[src/port_range_coalescing_table_top_macros.svh]
// Assertion helpers shared by the checking code of the range table.
`ifndef PORT_RANGE_COALESCING_TABLE_TOP_MACROS_SVH
`define PORT_RANGE_COALESCING_TABLE_TOP_MACROS_SVH

// Same-cycle implication, disabled while reset is asserted.
`define PRTC_ASSERT_NOW(lbl, clk, rst_n, ante, cons) \
	lbl: assert property (@(posedge clk) disable iff (!rst_n) (ante) |-> (cons)) \
		else $error("same-cycle check failed");

// Next-cycle implication, disabled while reset is asserted.
`define PRTC_ASSERT_NEXT(lbl, clk, rst_n, ante, cons) \
	lbl: assert property (@(posedge clk) disable iff (!rst_n) (ante) |=> (cons)) \
		else $error("next-cycle check failed");

`endif

[src/prtc_pkg.sv]
// ----------------------------------------------------------------------------
// prtc_pkg
// Shared sizes, codes and types of the port range coalescing table.
// ----------------------------------------------------------------------------
package prtc_pkg;

	localparam int MAX_RANGES = 32;
	localparam int PORT_BITS  = 16;
	localparam int IDX_W      = $clog2(MAX_RANGES);
	localparam int CNT_W      = $clog2(MAX_RANGES + 1);
	localparam int STATUS_W   = 3;
	localparam int COUNT_W    = 7;

	localparam logic ACT_INSERT = 1'b0;
	localparam logic ACT_REPORT = 1'b1;

	localparam logic [STATUS_W-1:0] ST_NEW     = 3'd0;
	localparam logic [STATUS_W-1:0] ST_PRESENT = 3'd1;
	localparam logic [STATUS_W-1:0] ST_EXTEND  = 3'd2;
	localparam logic [STATUS_W-1:0] ST_FULL    = 3'd3;
	localparam logic [STATUS_W-1:0] ST_REPORT  = 3'd4;

	typedef struct packed {
		logic                 mark;
		logic [PORT_BITS-1:0] lo;
		logic [PORT_BITS-1:0] hi;
	} entry_t;

	typedef struct packed {
		logic below;
		logic covered;
		logic ext_hi;
		logic ext_lo;
	} cmp_t;

	typedef struct packed {
		logic [STATUS_W-1:0]  status;
		logic [PORT_BITS-1:0] range_low;
		logic [PORT_BITS-1:0] range_high;
		logic                 range_valid;
		logic [COUNT_W-1:0]   range_count;
		logic                 last;
	} res_t;

endpackage

[src/prtc_cmd_if.sv]
// ----------------------------------------------------------------------------
// prtc_cmd_if
// Command channel: insert a port or report changed ranges.
// ----------------------------------------------------------------------------
interface prtc_cmd_if;
	logic                           valid;
	logic                           ready;
	logic                           action;
	logic [prtc_pkg::PORT_BITS-1:0] port;

	modport source (output valid, output action, output port, input ready);
	modport sink (input valid, input action, input port, output ready);
endinterface

[src/prtc_rsp_if.sv]
// ----------------------------------------------------------------------------
// prtc_rsp_if
// Result channel: insert outcome or one reported range.
// ----------------------------------------------------------------------------
interface prtc_rsp_if;
	logic                           valid;
	logic                           ready;
	logic [prtc_pkg::STATUS_W-1:0]  status;
	logic [prtc_pkg::PORT_BITS-1:0] range_low;
	logic [prtc_pkg::PORT_BITS-1:0] range_high;
	logic                           range_valid;
	logic [prtc_pkg::COUNT_W-1:0]   range_count;
	logic                           last;

	modport source (output valid, output status, output range_low, output range_high,
		output range_valid, output range_count, output last, input ready);
	modport sink (input valid, input status, input range_low, input range_high,
		input range_valid, input range_count, input last, output ready);
endinterface

[src/prtc_cmp.sv]
// ----------------------------------------------------------------------------
// prtc_cmp
// Shared compare unit: places a port against one stored range.
// ----------------------------------------------------------------------------
module prtc_cmp (
	input  logic [prtc_pkg::PORT_BITS-1:0] port,
	input  prtc_pkg::entry_t               ent,
	output prtc_pkg::cmp_t                 flags
);

	localparam int PW = prtc_pkg::PORT_BITS;

	logic [PW:0] port_x;
	logic [PW:0] port_p1;
	logic [PW:0] hi_p1;

	// one extra bit keeps the +1 from wrapping past the top port
	always_comb begin
		port_x        = {1'b0, port};
		port_p1       = port_x + (PW + 1)'(1);
		hi_p1         = {1'b0, ent.hi} + (PW + 1)'(1);
		flags.below   = hi_p1 < port_x;
		flags.covered = (port >= ent.lo) && (port <= ent.hi);
		flags.ext_hi  = port_x == hi_p1;
		flags.ext_lo  = port_p1 == {1'b0, ent.lo};
	end

endmodule

[src/prtc_obuf.sv]
// ----------------------------------------------------------------------------
// prtc_obuf
// Output register between the sequencer and the result channel.
// ----------------------------------------------------------------------------
module prtc_obuf (
	input  logic                clk,
	input  logic                arst_n,
	input  logic                push_vld,
	input  prtc_pkg::res_t      push_res,
	output logic                push_rdy,
	prtc_rsp_if.source          rsp
);

	logic           valid_q;
	prtc_pkg::res_t data_q;

	assign push_rdy = !valid_q || rsp.ready;

	always_ff @(posedge clk or negedge arst_n) begin
		if (!arst_n) begin
			valid_q <= 1'b0;
		end else if (push_rdy) begin
			valid_q <= push_vld;
		end
	end

	always_ff @(posedge clk) begin
		if (push_rdy && push_vld) begin
			data_q <= push_res;
		end
	end

	assign rsp.valid       = valid_q;
	assign rsp.status      = data_q.status;
	assign rsp.range_low   = data_q.range_low;
	assign rsp.range_high  = data_q.range_high;
	assign rsp.range_valid = data_q.range_valid;
	assign rsp.range_count = data_q.range_count;
	assign rsp.last        = data_q.last;

endmodule

[src/prtc_seq.sv]
// ----------------------------------------------------------------------------
// prtc_seq
// Sequencer, range memory: scans, shifts, reports one entry a cycle unless stalled.
// ----------------------------------------------------------------------------
`include "port_range_coalescing_table_top_macros.svh"

module prtc_seq (
	input  logic                           clk,
	input  logic                           arst_n,
	prtc_cmd_if.sink                       cmd,
	output logic [prtc_pkg::PORT_BITS-1:0] cmp_port,
	output prtc_pkg::entry_t               cmp_ent,
	input  prtc_pkg::cmp_t                 cmp_flags,
	output logic                           res_vld,
	output prtc_pkg::res_t                 res,
	input  logic                           res_rdy
);

	localparam int CW = prtc_pkg::CNT_W;
	localparam int IW = prtc_pkg::IDX_W;
	localparam int PW = prtc_pkg::PORT_BITS;

	localparam logic [2:0] S_IDLE  = 3'd0;
	localparam logic [2:0] S_SCAN  = 3'd1;
	localparam logic [2:0] S_EXTHI = 3'd2;
	localparam logic [2:0] S_SHDN  = 3'd3;
	localparam logic [2:0] S_SHUP  = 3'd4;
	localparam logic [2:0] S_NEWWR = 3'd5;
	localparam logic [2:0] S_RESP  = 3'd6;
	localparam logic [2:0] S_RPT   = 3'd7;

	logic [2:0]                  state_q, state_d;
	logic [CW-1:0]               idx_q, idx_d;
	logic [CW-1:0]               used_q, used_d;
	logic                        pend_vld_q, pend_vld_d;
	logic [PW-1:0]               port_q, port_d;
	logic [CW-1:0]               ins_q, ins_d;
	logic [PW-1:0]               lo_q, lo_d;
	logic [prtc_pkg::STATUS_W-1:0] status_q, status_d;
	logic [PW-1:0]               pend_lo_q, pend_lo_d;
	logic [PW-1:0]               pend_hi_q, pend_hi_d;

	prtc_pkg::entry_t entries_q [prtc_pkg::MAX_RANGES];
	prtc_pkg::entry_t rd_q;
	logic [CW-1:0]    rd_idx;
	logic             we;
	logic [CW-1:0]    wr_idx;
	prtc_pkg::entry_t wr_data;
	logic             full;

	// rd_q belongs to idx_q in scan and report, to the entry below/above it in SHUP/SHDN
	always_ff @(posedge clk) begin
		if (we) begin
			entries_q[wr_idx[IW-1:0]] <= wr_data;
		end
		rd_q <= entries_q[rd_idx[IW-1:0]];
	end

	assign cmp_port  = port_q;
	assign cmp_ent   = rd_q;
	assign cmd.ready = state_q == S_IDLE;
	assign full      = used_q == CW'(prtc_pkg::MAX_RANGES);

	always_comb begin
		state_d    = state_q;
		idx_d      = idx_q;
		used_d     = used_q;
		pend_vld_d = pend_vld_q;
		port_d     = port_q;
		ins_d      = ins_q;
		lo_d       = lo_q;
		status_d   = status_q;
		pend_lo_d  = pend_lo_q;
		pend_hi_d  = pend_hi_q;
		rd_idx     = idx_q;
		we         = 1'b0;
		wr_idx     = idx_q;
		wr_data    = '{mark: 1'b1, lo: port_q, hi: port_q};
		res_vld    = 1'b0;
		res        = '{status: status_q, range_low: '0, range_high: '0,
			range_valid: 1'b0, range_count: prtc_pkg::COUNT_W'(used_q), last: 1'b1};

		unique case (state_q)
			S_IDLE: begin
				if (cmd.valid) begin
					port_d     = cmd.port;
					idx_d      = '0;
					rd_idx     = '0;
					pend_vld_d = 1'b0;
					state_d    = (cmd.action == prtc_pkg::ACT_REPORT) ? S_RPT : S_SCAN;
				end
			end
			S_SCAN: begin
				priority if (idx_q == used_q || !(cmp_flags.below || cmp_flags.covered ||
						cmp_flags.ext_hi || cmp_flags.ext_lo)) begin
					// new range goes at idx_q
					ins_d = idx_q;
					priority if (full) begin
						status_d = prtc_pkg::ST_FULL;
						state_d  = S_RESP;
					end else if (idx_q == used_q) begin
						state_d = S_NEWWR;
					end else begin
						idx_d   = used_q;
						rd_idx  = used_q - CW'(1);
						state_d = S_SHUP;
					end
				end else if (cmp_flags.below) begin
					idx_d  = idx_q + CW'(1);
					rd_idx = idx_q + CW'(1);
				end else if (cmp_flags.covered) begin
					status_d = prtc_pkg::ST_PRESENT;
					state_d  = S_RESP;
				end else if (cmp_flags.ext_hi) begin
					ins_d   = idx_q;
					lo_d    = rd_q.lo;
					idx_d   = idx_q + CW'(1);
					rd_idx  = idx_q + CW'(1);
					state_d = S_EXTHI;
				end else begin
					we       = 1'b1;
					wr_idx   = idx_q;
					wr_data  = '{mark: 1'b1, lo: port_q, hi: rd_q.hi};
					status_d = prtc_pkg::ST_EXTEND;
					state_d  = S_RESP;
				end
			end
			S_EXTHI: begin
				// rd_q holds the upper neighbor of the extended range
				we       = 1'b1;
				wr_idx   = ins_q;
				status_d = prtc_pkg::ST_EXTEND;
				if (idx_q < used_q && cmp_flags.ext_lo) begin
					wr_data = '{mark: 1'b1, lo: lo_q, hi: rd_q.hi};
					if (idx_q + CW'(1) == used_q) begin
						used_d  = used_q - CW'(1);
						state_d = S_RESP;
					end else begin
						rd_idx  = idx_q + CW'(1);
						state_d = S_SHDN;
					end
				end else begin
					wr_data = '{mark: 1'b1, lo: lo_q, hi: port_q};
					state_d = S_RESP;
				end
			end
			S_SHDN: begin
				// close the gap left by the absorbed neighbor
				we      = 1'b1;
				wr_idx  = idx_q;
				wr_data = rd_q;
				if (idx_q + CW'(2) == used_q) begin
					used_d  = used_q - CW'(1);
					state_d = S_RESP;
				end else begin
					idx_d  = idx_q + CW'(1);
					rd_idx = idx_q + CW'(2);
				end
			end
			S_SHUP: begin
				// open a slot at ins_q, moving entries up from the top
				we      = 1'b1;
				wr_idx  = idx_q;
				wr_data = rd_q;
				idx_d   = idx_q - CW'(1);
				rd_idx  = idx_q - CW'(2);
				if (idx_q - CW'(1) == ins_q) begin
					state_d = S_NEWWR;
				end
			end
			S_NEWWR: begin
				we       = 1'b1;
				wr_idx   = ins_q;
				used_d   = used_q + CW'(1);
				status_d = prtc_pkg::ST_NEW;
				state_d  = S_RESP;
			end
			S_RESP: begin
				res_vld = 1'b1;
				if (res_rdy) begin
					state_d = S_IDLE;
				end
			end
			S_RPT: begin
				res.status = prtc_pkg::ST_REPORT;
				if (idx_q == used_q) begin
					// flush the held range as the final beat, or the empty beat
					res_vld          = 1'b1;
					res.range_valid  = pend_vld_q;
					res.range_low    = pend_vld_q ? pend_lo_q : '0;
					res.range_high   = pend_vld_q ? pend_hi_q : '0;
					if (res_rdy) begin
						state_d = S_IDLE;
					end
				end else if (rd_q.mark) begin
					res_vld          = pend_vld_q;
					res.range_valid  = 1'b1;
					res.range_low    = pend_lo_q;
					res.range_high   = pend_hi_q;
					res.last         = 1'b0;
					if (!pend_vld_q || res_rdy) begin
						we         = 1'b1;
						wr_idx     = idx_q;
						wr_data    = '{mark: 1'b0, lo: rd_q.lo, hi: rd_q.hi};
						pend_vld_d = 1'b1;
						pend_lo_d  = rd_q.lo;
						pend_hi_d  = rd_q.hi;
						idx_d      = idx_q + CW'(1);
						rd_idx     = idx_q + CW'(1);
					end
				end else begin
					idx_d  = idx_q + CW'(1);
					rd_idx = idx_q + CW'(1);
				end
			end
			default: begin
				state_d = S_IDLE;
			end
		endcase
	end

	always_ff @(posedge clk or negedge arst_n) begin
		if (!arst_n) begin
			state_q    <= S_IDLE;
			idx_q      <= '0;
			used_q     <= '0;
			pend_vld_q <= 1'b0;
		end else begin
			state_q    <= state_d;
			idx_q      <= idx_d;
			used_q     <= used_d;
			pend_vld_q <= pend_vld_d;
		end
	end

	always_ff @(posedge clk) begin
		port_q    <= port_d;
		ins_q     <= ins_d;
		lo_q      <= lo_d;
		status_q  <= status_d;
		pend_lo_q <= pend_lo_d;
		pend_hi_q <= pend_hi_d;
	end

	`PRTC_ASSERT_NOW(a_used_bound, clk, arst_n, 1'b1,
		used_q <= CW'(prtc_pkg::MAX_RANGES))
	`PRTC_ASSERT_NOW(a_write_in_table, clk, arst_n, we,
		wr_idx < CW'(prtc_pkg::MAX_RANGES) && wr_idx <= used_q)
	`PRTC_ASSERT_NEXT(a_idle_keeps_count, clk, arst_n, state_q == S_IDLE,
		used_q == $past(used_q))
	`PRTC_ASSERT_NEXT(a_report_stall_holds, clk, arst_n,
		state_q == S_RPT && res_vld && !res_rdy, idx_q == $past(idx_q))

endmodule

[src/port_range_coalescing_table_top.sv]
// ----------------------------------------------------------------------------
// port_range_coalescing_table_top
// Sorted table of disjoint port ranges with insert/merge and change report.
// ----------------------------------------------------------------------------
//  channel  dir  beat contents
//  cmd      in   action, port
//  rsp      out  status, range_low, range_high, range_valid, range_count, last
//
// One command is taken at a time; cmd.ready is high only while the sequencer
// is idle. The range memory has one read and one write port, so every scan,
// shift or report step works on one table entry. An insert's scan stops at the
// insertion point; its shift moves only the entries at and above it.
// Reset clears the range count; the memory contents need no clearing pass.
module port_range_coalescing_table_top (
	input  logic        clk,
	input  logic        arst_n,
	prtc_cmd_if.sink    cmd,
	prtc_rsp_if.source  rsp
);

	logic [prtc_pkg::PORT_BITS-1:0] cmp_port;
	prtc_pkg::entry_t               cmp_ent;
	prtc_pkg::cmp_t                 cmp_flags;
	logic                           res_vld;
	logic                           res_rdy;
	prtc_pkg::res_t                 res;

	prtc_seq u_seq (
		.clk       (clk),
		.arst_n    (arst_n),
		.cmd       (cmd),
		.cmp_port  (cmp_port),
		.cmp_ent   (cmp_ent),
		.cmp_flags (cmp_flags),
		.res_vld   (res_vld),
		.res       (res),
		.res_rdy   (res_rdy)
	);

	prtc_cmp u_cmp (
		.port  (cmp_port),
		.ent   (cmp_ent),
		.flags (cmp_flags)
	);

	prtc_obuf u_obuf (
		.clk      (clk),
		.arst_n   (arst_n),
		.push_vld (res_vld),
		.push_res (res),
		.push_rdy (res_rdy),
		.rsp      (rsp)
	);

endmodule

[src/flat_wrapper.sv]
// flat-port wrapper written by rule: the top's interface ports become plain ports
module port_range_coalescing_table_top_flat 
  (clk, arst_n, cmd_valid, cmd_action, cmd_port, cmd_ready, rsp_valid, rsp_status, rsp_range_low, rsp_range_high, rsp_range_valid, rsp_range_count, rsp_last, rsp_ready);
  prtc_cmd_if cmd_i ();
  prtc_rsp_if rsp_i ();
  input  logic clk;
  input  logic arst_n;
  input wire logic [$bits(cmd_i.valid)-1:0] cmd_valid;
  input wire logic [$bits(cmd_i.action)-1:0] cmd_action;
  input wire logic [$bits(cmd_i.port)-1:0] cmd_port;
  output wire logic [$bits(cmd_i.ready)-1:0] cmd_ready;
  output wire logic [$bits(rsp_i.valid)-1:0] rsp_valid;
  output wire logic [$bits(rsp_i.status)-1:0] rsp_status;
  output wire logic [$bits(rsp_i.range_low)-1:0] rsp_range_low;
  output wire logic [$bits(rsp_i.range_high)-1:0] rsp_range_high;
  output wire logic [$bits(rsp_i.range_valid)-1:0] rsp_range_valid;
  output wire logic [$bits(rsp_i.range_count)-1:0] rsp_range_count;
  output wire logic [$bits(rsp_i.last)-1:0] rsp_last;
  input wire logic [$bits(rsp_i.ready)-1:0] rsp_ready;
  assign cmd_i.valid = cmd_valid;
  assign cmd_i.action = cmd_action;
  assign cmd_i.port = cmd_port;
  assign cmd_ready = cmd_i.ready;
  assign rsp_valid = rsp_i.valid;
  assign rsp_status = rsp_i.status;
  assign rsp_range_low = rsp_i.range_low;
  assign rsp_range_high = rsp_i.range_high;
  assign rsp_range_valid = rsp_i.range_valid;
  assign rsp_range_count = rsp_i.range_count;
  assign rsp_last = rsp_i.last;
  assign rsp_i.ready = rsp_ready;
  port_range_coalescing_table_top u_core (.clk(clk), .arst_n(arst_n), .cmd(cmd_i), .rsp(rsp_i));
endmodule
[config.mk]
export PLATFORM = sky130hd
export DESIGN_NAME = port_range_coalescing_table_top_flat
export DESIGN_NICKNAME = d
export VERILOG_FILES = /design/src/prtc_pkg.sv /design/src/prtc_cmd_if.sv /design/src/prtc_rsp_if.sv /design/src/prtc_cmp.sv /design/src/prtc_obuf.sv /design/src/prtc_seq.sv /design/src/port_range_coalescing_table_top.sv /design/src/flat_wrapper.sv
export VERILOG_INCLUDE_DIRS = /design/src /design/src/src
export SDC_FILE = /design/constraint.sdc
export NUM_CORES = 2
export LEC_CHECK = 0
export BUFFER_PORTS_ARGS = -buffer_cell sky130_fd_sc_hd__buf_4
export CAP_MARGIN = 40
export CORE_MARGIN = 5
export CORE_UTILIZATION = 55
export CTS_BUF_LIST = sky130_fd_sc_hd__clkbuf_8
export DETAILED_ROUTE_END_ITERATION = 7
export PLACE_DENSITY = 0.77
export SETUP_SLACK_MARGIN = 0.4
export SYNTH_ARGS = -nofsm -noshare
export SYNTH_HDL_FRONTEND = slang
export SYNTH_SLANG_ARGS = --single-unit
[constraint.sdc]
create_clock -name clk -period 8.9 [get_ports clk]
set_input_delay 1.78 -clock clk [delete_from_list [all_inputs] [get_ports clk]]
set_output_delay 1.78 -clock clk [all_outputs]
set_load 0.05 [all_outputs]
# After elaboration in Yosys (flattened, before gate mapping)
# Memory sizes are Yosys's and may differ from the RTL's. A register that Yosys moved wholly into a read port is not among the register bits.
# Index checks and enable logic that the tools add are counted.
# Widths: inputs -> output; s select.
# word_totals
regBits	133
ram_bits	1056
output_inout_bits	46
elab_cells	178
n_memories	1
# mem_list
name	words	width	read_ports	rd_clocked_by_memory_dff	write_ports	line_no	source
u_core.u_seq.entries_q	32	33	1	1	1	prtc_seq.sv:43	prtc_pkg::entry_t entries_q [prtc_pkg::MAX_RANGES];
# op_classes
addsub	8
order_cmp	4
eq_ne	31
mux	81
n_bitwise	5
reduce_logical	31
# ops
operator	n
$mux 33	5
$pmux 33 s4	1
$mux 16	7
$mux 6	18
$mux 3	17
$mux 5	7
$add 16x1->17 const B	2
$pmux 5 s6	1
$pmux 6 s5	1
$eq 6x6->1	4
$pmux 3 s8	1
$ne 2x2->1 const B	10
$reduce_and 4->1	5
$pmux 6 s3	1
$eq 16x17->1	1
$eq 17x16->1	1
$lt 17x16->1	1
$mux 1	17
$ge 16x16->1	1
$le 16x16->1	1
$reduce_and 5->1	3
$add 6x1->6 const B	2
$eq 3x3->1 const B	4
$ne 3x3->1 const B	4
other kinds (24)	45

# Longest topological paths before layout
# logic_depth
ltp_word	11
depth_mapped	22
depth_no_buf	19

# Modules after synthesis
# From an unflattened synthesis, not the netlist that was laid out.
# hier_totals
hier_cells	3754
hier_area_um2	51220.4
# by_module_without_submodules
mod	n_inst	cells_each	area_per_inst_um2	seq_area_each_um2
prtc_seq	1	3430	47895.9	34933.5
prtc_cmp	1	276	1949.4	0.0
prtc_obuf	1	48	1375.1	1346.3

# Worst setup path after synthesis
# No wires, ideal clock.
# synth_path
kind	input-to-reg
startpoint	input rsp_ready
endpoint	memory u_core.u_seq.entries_q[12][0] in the netlist's numbering, enable pin
t_arrival_ps	6001
required_time_ps	8477
slack_ps	2476
path_stages	8
path_buffers	1
path_cell_list	nor2_1 a21oi_1 nand2b_1 clkbuf_1 nor2_1 o31ai_1 nand2_1 nor2_1
# synth_via
elab_chain_len	8
# synth_lines
element	line_no	source
start, declared	flat_wrapper.sv:19	input wire logic [$bits(rsp_i.ready)-1:0] rsp_ready;
$logic_or 1x1->1	prtc_obuf.sv:17	assign push_rdy = !valid_q || rsp.ready;
$logic_or 1x1->1	prtc_seq.sv:201	if (!pend_vld_q || res_rdy) begin
$mux 1	prtc_seq.sv:201	
$mux 1	prtc_seq.sv:195	end else if (rd_q.mark) begin
$mux 1	prtc_seq.sv:186	if (idx_q == used_q) begin
$pmux 1 s3	prtc_seq.sv:83	unique case (state_q)
$mux 1	prtc_seq.sv:53	if (we) begin
$mux 1 (not written as such)	prtc_seq.sv:54	entries_q[wr_idx[IW-1:0]] <= wr_data;
end, declared	prtc_seq.sv:43	
# No other way between the ends.

# Worst setup path after layout
# layout_path
startpoint	register u_core.u_seq.cmp_ent[3] (netlist name)
endpoint	register u_core.u_seq.cmp_ent[12] (netlist name)
# layout_via
elab_chain_len	9
elab_cells_between_ends	15
classes_between	1 x add/sub; 2 x order compare; 1 x eq/ne; 5 x mux; 6 x reduce/logical
# layout_lines
element	line_no	source
$add 16x1->17 / $le 16x16->1 (equally long branches)	prtc_cmp.sv:21, prtc_cmp.sv:23	
$lt 17x16->1 / $logic_and 1x1->1 (equally long branches)	prtc_cmp.sv:22, prtc_cmp.sv:23	
$logic_or 1x1->1 (2 in series)	prtc_seq.sv:94	priority if (idx_q == used_q || !(cmp_flags.below || cmp_flags.covered ||
$logic_or 1x1->1	prtc_seq.sv:95	cmp_flags.ext_hi || cmp_flags.ext_lo)) begin
$logic_not 1->1	prtc_seq.sv:94	
$logic_or 1x1->1	prtc_seq.sv:94	
$mux 5 *	prtc_seq.sv:94	
$pmux 5 s6 *	prtc_seq.sv:83	
# Every way passes the cells marked *; elsewhere a longest branch is shown, timed or not.
# A chain may end at the register's enable or synchronous reset.

==> results.txt <==
The run finished, with violations left. The final reports fail on design-rule violations. The clock reaches the later pin of the worst-skew pair after 0.90 ns.

The HPWL after detailed placement is 90.0 mm. On the final layout, the worst hold slack is 0.484 ns. The clock net in this run drives a total of 1,221 sinks. Final RePlAce weighted congestion: 0.902. For the number of routed nets with antenna violations, the log shows 0. Kind of critical path: reg2reg. Counting flops with a built-in enable in the synthesized netlist gives 1,171. Static timing analysis puts the maximum clock frequency at 139 MHz. The worst reg2reg path depth works out to 20. Horizontal die dimension: 318 um.

At the worst endpoint, the required time is 9.61 ns. The number of buffers inserted by post-CTS setup repair is 0. The clock-pin transition on the worst setup and hold timing paths is 0.06 ns. The slowest stage of the critical path belongs to the cell sky130_fd_sc_hd__o21a_4. In this run the register-to-register setup slack is 1.70 ns.

The synthesized net count is 4,259, and the average cell area after synthesis is 12.5 um2. Walking the worst path, the cells encountered are nand3_1, nor2_1, nand2_1, nor3_1, xnor2_1, ha_1, and4_1, nand2_1, nor4_1, o21ai_0, o2bb2ai_1, o21ai_2, o31ai_4, o21a_4, buf_4, buf_4, a21oi_1, a31o_1, a221o_1, nor4_2. The category of the worst setup path launch point is a flop.

Top routing layer in use: met5. The most used flip-flop cell after synthesis is sky130_fd_sc_hd__edfxtp_1. The overall die height is 318 um, and the number of remaining DRC errors is 1. Summed over all nets, wire length on met3 after detailed routing comes to 18.9 mm. The synthesized design spends more area on one cell type than any other, namely sky130_fd_sc_hd__edfxtp_1. For the sequential area share after synthesis, the log shows 0.697. The total routing resource utilization after global routing is 0.280.

In this run the most critical hold path is launched from u_core.u_seq.cmp_ent[13]. The logs give 216 mm for the wire length of the first global-routing pass and 7.91 ns for the data arrival time of the critical path. In the layout the commonest cells are sky130_fd_sc_hd__edfxtp_1 (1,171), sky130_fd_sc_hd__nand2_1 (896), sky130_fd_sc_hd__nand3_1 (303). During I/O placement, the number of pins put on the boundary was 67. The layout has 6,863 filler cells. The detailed router put a total of 54.7 mm of wire on met1. Fraction of the cycle the final worst path needs: 0.809. The fraction of final layout cells sized beyond drive strength 1 is 0.124. After clock tree synthesis, the flow added hold-fix buffers numbering 0.

The cell at the root of the clock tree was sky130_fd_sc_hd__clkbuf_8. After detailed routing, the number of vias per cell comes to 6.29. The mapped cell area was 52,000 um2.

The logs give 4 for the number of levels in the clock H-tree and 87 for the distinct cell type count after synthesis. Setup repair after global routing left no endpoint under its margin. The worst register-to-register path ends at u_core.u_seq.cmp_ent[12]. After layout, the minimum clock period comes to 7.20 ns. In this run the deepest clock path goes through 3 buffers. After global routing the overflow that remains totals 0. Buffers inserted during clock tree synthesis total 184. The worst hold path passes through 0 cells. The average wire length per cell after detail routing is 25.5 um. Beginning of the worst register-to-register path: u_core.u_seq.cmp_ent[3].

The effective utilization at floorplan came out at 0.556. Terminating pin of the worst hold path: u_core.u_seq.pend_hi_q[13]. Max-cap violations in this run came to 0. The proportion of synthesized flip-flops having asynchronous set or reset came out at 0.0139. The min-delay analysis places its worst path in the category reg2reg.

For the sum of met2 wire segment lengths after detailed routing, the log shows 65.7 mm. Between clock sinks in the finished design, the worst skew comes to 0.0476 ns. The logs give 0.625 for the fraction of the core area covered by cells at the end of the flow and 0 for the final max-slew violation count. The logs give 6 for the initial antenna violation count and 8 for the first-pass iteration count of the detailed router. For the pin with the worst max-slew slack, the measured transition is 1.28 ns.

The logs give 0 for the hold violation count in the final report and 4,170 for the synthesized instance count. Setup violations remaining at the end of the flow were counted as 0. The worst relative slew slack came out at 0.147.

The standard cell core area came out at 93,600 um2. The floorplan has 112 rows. Sorting the synthesized cells by area gives the leading types as sky130_fd_sc_hd__edfxtp_1 (68%), sky130_fd_sc_hd__nand2_1 (6.5%), sky130_fd_sc_hd__nand3_1 (2.9%).

The overall via count from detail_route is 36,000. Leaving out fill and tap cells, the most frequent cell in the layout is sky130_fd_sc_hd__edfxtp_1. The tools report the routed wire length as 146 mm.

The number of port buffers was 65; the pin count of the biggest net entering global routing was 134. For this run, the post-layout net count is 4,399. For this block, the initial DRC count from the detailed router was 5,267. The longest individual stage delay on the worst path is 0.76 ns, and the total negative setup slack is 0 ns. The share of Yosys cell area claimed by the top area cell type came out at 0.676.

The relative area change from synthesis to final layout was 12.4%. STA classifies the critical path endpoint as a flop. In this run, synthesis produced a sequential element count of 1,221.

The number of global-route vias before repair is 34,800. The largest fanout of any net on the critical path works out to 54. The Yosys step of the flow raised 0 warnings. The die covers 101,000 um2.

For the post-cts gate resize count, the log shows 0. TritonCTS built the clock tree.
==> critical path, delay by kind of cell, from the launching register on <==
| kind | cells | cell delay [ns] |
|---|---|---|
| and+or+nand+nor | 8 | 2.34 |
| xor gates and xnor gates | 1 | 0.10 |
| DFF | 1 | 0.66 |
| adders and majority gates | 1 | 0.29 |
| AOI/OAI and AO/OA | 8 | 2.78 |
| buffers and inverters | 2 | 0.83 |
==> sequential cells by signal (all words and copies together), names as in the netlist <==
signal / flops
u_core.u_obuf.rsp.range_high: 16
u_core.u_obuf.rsp.valid: 1
u_core.u_obuf.rsp.range_valid: 1
u_core.u_seq.cmp_ent: 33
u_core.u_seq.pend_lo_q: 16
u_core.u_seq.status_q: 2
u_core.u_obuf.rsp.last: 1
u_core.u_seq.pend_vld_q: 1
u_core.u_seq.entries_q: 1056
u_core.u_seq.state_q: 3
u_core.u_seq.ins_q: 6
u_core.u_seq.cmp_port: 16
u_core.u_obuf.rsp.status: 3
u_core.u_obuf.rsp.range_low: 16
u_core.u_seq.pend_hi_q: 16
u_core.u_obuf.rsp.range_count: 6
u_core.u_seq.used_q: 6
u_core.u_seq.idx_q: 6
u_core.u_seq.lo_q: 16
==> synth_stat cells, drive strengths merged (36+ instances only) <==
master / n
nand3: 304
buf: 138
nand2: 897
clkbuf: 111
o21ai: 120
mux2i: 44
a221o: 36
nor4: 43
a211o: 37
inv: 80
edfxtp: 1171
ha: 68
a31oi: 43
and2: 74
xnor2: 45
nor3: 63
a21oi: 281
nor2: 236
==> metal layers <==
metal,track usage,vias up
met4,0.127,2
met1,0.385,17500
li1,-,15700
met5,0,-
met2,0.424,2423
met3,0.0738,399
==> worst max path at each step <==
stage / startpoint / end / slack (ns)
3_3_place_gp: u_core.u_seq.cmp_ent[3] / u_core.u_seq.cmp_ent[5] / 1.32
6_report: u_core.u_seq.cmp_ent[3] / u_core.u_seq.cmp_ent[12] / 1.70
3_5_place_dp: u_core.u_seq.cmp_ent[3] / u_core.u_seq.cmp_ent[12] / 1.87
5_1_grt: u_core.u_seq.cmp_ent[3] / u_core.u_seq.cmp_ent[13] / 1.26
4_1_cts: u_core.u_seq.cmp_ent[2] / u_core.u_seq.cmp_ent[12] / 1.87
2_1_floorplan: rsp_ready / u_core.u_seq.entries_q[12][0] / 2.48
==> stage by stage <==
| step | area (um2) | cells | setup slack (ns) |
|---|---|---|---|
| 2_1_floorplan | 52000 | 4170 | 2.48 |
| 3_3_place_gp | 54200 | 5336 | 1.32 |
| 3_5_place_dp | 55000 | 5378 | 1.87 |
| 4_1_cts | 58500 | 5715 | 1.87 |
| 5_1_grt | 58500 | 5716 | 1.26 |
| 6_report | 58500 | 5716 | 1.70 |
==> final cells by class <==
cell class	count	area [um2]	share of cell area
multi-input cells	2617	14800	0.252
diodes	1	2.50	0.0000428
repair buffers	203	2120	0.0363
clock inverters	147	836	0.0143
inverters	83	312	0.00533
flip-flops and latches	1221	36200	0.620
clock buffers	190	2620	0.0447
well taps	1254	1570	0.0268
==> kinds of logic after synthesis <==
kind of cell / Yosys count / share of synthesized area
buffers and inverters: 332 / 0.0282
multiplexers: 47 / 0.00955
AO/OA/AOI/OAI: 727 / 0.0917
AND/OR/NAND/NOR: 1713 / 0.147
flip-flops: 1221 / 0.697
XOR/XNOR: 61 / 0.0104
other: 1 / 0.0000721
adder cells (fa/ha/maj): 68 / 0.0164
Power is left out: the tool's default activity adds up to more than one toggle a clock period on the data nets, which glitch-free logic cannot reach.
